===== src/rtl/poisson_disk_grid_acceptor_assert.svh =====
// Assertion macros shared by the grid acceptor RTL.
// Depends on nothing; included by the modules that check their own logic.
`ifndef POISSON_DISK_GRID_ACCEPTOR_ASSERT_SVH
`define POISSON_DISK_GRID_ACCEPTOR_ASSERT_SVH
`ifndef SYNTHESIS
`define PDGA_ASSERT(lbl, clk, rst_n, prop, msg) \
    lbl: assert property (@(posedge clk) disable iff (!rst_n) prop) else $error(msg);
`define PDGA_ASSERT_ALWAYS(lbl, clk, prop, msg) \
    lbl: assert property (@(posedge clk) prop) else $error(msg);
`else
`define PDGA_ASSERT(lbl, clk, rst_n, prop, msg)
`define PDGA_ASSERT_ALWAYS(lbl, clk, prop, msg)
`endif
`endif


===== src/rtl/pdga_ram.sv =====
// Generic single-write, single-read synchronous RAM with registered read data.
// Depends on nothing; instanced for the background grid.
module pdga_ram #(
    parameter int WIDTH = 8,
    parameter int DEPTH = 16
) (
    input  logic                     i_clk,
    input  logic                     i_we,
    input  logic [$clog2(DEPTH)-1:0] i_waddr,
    input  logic [WIDTH-1:0]         i_wdata,
    input  logic [$clog2(DEPTH)-1:0] i_raddr,
    output logic [WIDTH-1:0]         o_rdata
);

    logic [WIDTH-1:0] r_mem [DEPTH];
    logic [WIDTH-1:0] r_rdata;

    always_ff @(posedge i_clk) begin
        if (i_we) begin
            r_mem[i_waddr] <= i_wdata;
        end
        r_rdata <= r_mem[i_raddr];
    end

    assign o_rdata = r_rdata;

endmodule


===== config.mk =====
export PLATFORM = sky130hd
export DESIGN_NAME = pdga_ram
export DESIGN_NICKNAME = d
export VERILOG_FILES = /design/src/rtl/poisson_disk_grid_acceptor_assert.svh /design/src/rtl/pdga_ram.sv
export SDC_FILE = /design/constraint.sdc
export NUM_CORES = 1
export LEC_CHECK = 0
export ABC_CLOCK_PERIOD_IN_PS = 1900
export BUFFER_PORTS_ARGS = -buffer_cell sky130_fd_sc_hd__buf_4
export CORE_ASPECT_RATIO = 0.9
export CORE_MARGIN = 4
export CORE_UTILIZATION = 57
export CTS_BUF_LIST = sky130_fd_sc_hd__clkbuf_4 sky130_fd_sc_hd__clkbuf_8
export CTS_CLUSTER_SIZE = 25
export DETAILED_ROUTE_END_ITERATION = 8
export GPL_TIMING_DRIVEN = 0
export PLACE_DENSITY = 0.76
export SKIP_CTS_REPAIR_TIMING = 1
export SLEW_MARGIN = 20
export SYNTH_ARGS = -nofsm -noshare
export SYNTH_HDL_FRONTEND = slang
export SYNTH_SLANG_ARGS = --single-unit

===== constraint.sdc =====
create_clock -name i_clk -period 1.9 [get_ports i_clk]
set_clock_uncertainty 0.15 [all_clocks]
set_input_delay 0.285 -clock i_clk [delete_from_list [all_inputs] [get_ports i_clk]]
set_output_delay 0.285 -clock i_clk [all_outputs]
set_load 0.02 [all_outputs]

* After elaboration in Yosys (flattened, before gate mapping) *
Memory sizes are Yosys's and may differ from the RTL's. A register that Yosys moved wholly into a read port is not among the register bits.
Cells that the tools add are included.

storage, ports and cells
  word-level logic and storage cells = 3
  memories kept = 1
  output and inout port bits = 8
  memory bits (writable) = 128
  bits of input ports = 18
  bits in registers = 0

memory list
  memory  words  bits a word  read ports  clocked after Yosys merged registers in  write ports  RTL line        RTL
  r_mem   16     8            1           1                                        1            pdga_ram.sv:15  logic [WIDTH-1:0] r_mem [DEPTH];

operators by class
  multiplexer cells = 2

operators with widths
  cell              number
  1-bit 2-to-1 mux  2

* Logic depth before layout (Yosys ltp) *
  depth after elaboration = 2
  mapped depth = 5
  depth with buffers taken out = 3

* Worst setup path before layout *
No wires, ideal clock.

  path kind = input to register
  start point = input i_waddr[2]
  end point = memory r_mem[0][0] (enable)
  setup time = 0.383 ns
  stages = 2
  slack = -0.028 ns
  buffers on the path = 0
  arrival = 1.395 ns
  data required time = 1.367 ns
  cell sequence = or3b_2 -> nor3_1

RTL lines
  what         RTL line        RTL
  from (decl)  pdga_ram.sv:9   input logic [$clog2(DEPTH)-1:0] i_waddr,
  to (decl)    pdga_ram.sv:15

No word-level cell before the write port.

* Final worst setup path *
  start point = input i_waddr[2]
  end point = memory r_mem[2][6] (enable)

No word-level cell before the write port.

==> out/results.ini <==
[cells_and_area]
fin_util=0.6779
drive_gt1_frac=0.3028
antenna_cells=0
areaGrowthSynthToFinish_pct=14.41
fillers=577
fin_nets=290
final_cells=403

[sta]
fin_crit_sh=0.8965
rsz0062_at_grt=false
worstMarginPinSlew_ps=837.0
whs_ps=32.23
drv_slew=0
hold_violations=0
maxSlewHeadroom=0.4399
max_freq_mhz=587.1
timing.final.ws_setup_ps=196.6
fin_setup_tns_ps=0
fin_crit_ps=1703
setup_viol=0

[worst_setup_path]
r2r_setup_slack_ps=300
cp-end-kind=register
worst-path-buf-inv=1
start_kind=input port
critPathSlowestCell=nor2_1
crit_fanout=8
max_stage_delay_ps=660
worstPathArrival_ps=1600
cp_data_required_time_ps=1800
crit_type=input port to register
crit_family=simple AND/OR/NAND/NOR gates
path_cells=buf_4 > or3b_2 > nor2_1

[global_route]
grt_pass1_vias=2514
grt_max_degree=17
grt_antenna_before_repair=0
grt_usage=0.1980
grt_pass1_wl_mm=14.61
overflow=0

[detailed_routing]
wl_per_cell_um=23.50
num_vias=2416
wl_mm=9.470
drt_iter0_drc=142
post_drt_via_cell_ratio=5.995
ant_nets=0
drc_errors=0
drtPass1Iterations=5

[power]
p_leak_nw=1.947
pwr_density_cell_nw_per_um2=1028
ir_worst_vdd_v=0.0006084

[clock_network]
cts_tree=yes
clockRootBuffer=clkbuf_8
clkLatencyLatePin_ps=420
clockBufferDepth=2
cts.sink_count=136
cts_made_buffers=17
htreeDepth=4
path_clk_slew_ps=70

[floorplan]
rows=32
die_y_um=98.15
die_w_um=108.2
start_util=0.5925
ios=26
fp.coreArea_um2=8688
dieArea_um2=10620

[synthesis]
synth_area_per_cell_um2=22.48
yosysMostFrequentCell=edfxtp_1
yosysUniqueCellTypes=19
synth_area_leader_cell=edfxtp_1
synth_top_area_frac=0.7467
synthesis.area_um2=5147
syn-instance-count=229
synthArstFlopShare=0
yosys-top-cells-area=edfxtp_1 (75%), mux4_2 (7.9%), mux4_1 (7.1%)
ys_seq_elements=136
synth_flop_cell=edfxtp_1
seq_area_frac_synth=0.7778
netlist_top_cells_count=edfxtp_1 (128), mux4_2 (18), a22oi_1 (16), mux4_1 (14), nor2_1 (13)
yosysWarnings=0
synth-edff-count=128
synth_nets=247

[place]
gp_congestion=0.7498
dp_slack_ps=-254.9
dp.cells=372
dpl.hpwl_mm=5.896
port_buffers=24

[outcome]
status=finished clean

[flow_run]
maxCapViolCount=0

[min_path]
holdCritPathClass=input port to register

## worst paths after layout
kind | depth (start not counted) | to | start
hold / removal | 1 | r_mem[3][6]$_DFFE_PP_ | i_wdata[6]
setup reg to reg | 3 | o_rdata[0]$_DFF_P_ | r_mem[6][0]$_DFFE_PP_
hold reg to reg | 3 | o_rdata[3]$_DFF_P_ | r_mem[8][3]$_DFFE_PP_
setup / recovery | 3 | r_mem[2][6]$_DFFE_PP_ | i_waddr[2]
## final cells by class
cell class                 count  area, um2  area share
clock buffer                  17      234.0     0.03973
buffer                        10      86.33     0.01466
clock inverter                14      158.9     0.02698
sequential                   136       4004      0.6798
timing repair buffer          24      180.2     0.03059
multi-input combinational     83       1077      0.1829
tap                          119      148.9     0.02528
## state kept, by name, summed over array words and instances (netlist names)
signal,count
r_mem,128
o_rdata,8
## power breakdown
group	internal [mW]	leakage [nW]	total (mW)	switching, mW
combinational	0.155	0.539	0.362	0.207
sequential	3.35	1.22	3.37	0.0163
clock	1.27	0.184	2.33	1.06
## routing by layer
layer,routed length [um],GRT usage
met5,0,0
met4,67,0.05534
met3,728,0.07006
met2,4604,0.2935
met1,4070,0.2838
## metrics by stage
stage | instance area (um2) | power, mW
6_report | 5889 | 6.057
5_1_grt | 5889 | 6.276
4_1_cts | 5884 | 6.089
3_5_place_dp | 5492 | 3.797
3_3_place_gp | 5482 | 3.781
2_1_floorplan | 5152 | 3.626
## cell families (layout without fill, tap and decap cells)
family / Yosys count / after routing / synth area share
DFF: 136 / 136 / 0.7778
and+or+nand+nor: 35 / 35 / 0.03184
muxes: 32 / 32 / 0.1502
AOI/OAI and AO/OA: 16 / 16 / 0.02334
buffers and inverters: 10 / 65 / 0.01677
## cells in the final DEF, fill, tap and decap left out, drive strengths merged
| cell type | synthesis | layout |
|---|---|---|
| a22oi | 16 | 16 |
| and2 | 1 | 1 |
| and2b | 1 | 1 |
| buf | 7 | 31 |
| bufinv | 0 | 3 |
| clkbuf | 0 | 17 |
| clkdlybuf4s25 | 3 | 3 |
| clkinv | 0 | 6 |
| clkinvlp | 0 | 5 |
| dfxtp | 8 | 8 |
| edfxtp | 128 | 128 |
| mux4 | 32 | 32 |
| nand2 | 9 | 9 |
| nand2b | 2 | 2 |
| nand3 | 1 | 1 |
| nand3b | 2 | 2 |
| nor2 | 13 | 13 |
| nor2b | 1 | 1 |
| nor3 | 4 | 4 |
| or3b | 1 | 1 |
Power figures use the tool's default switching activity.
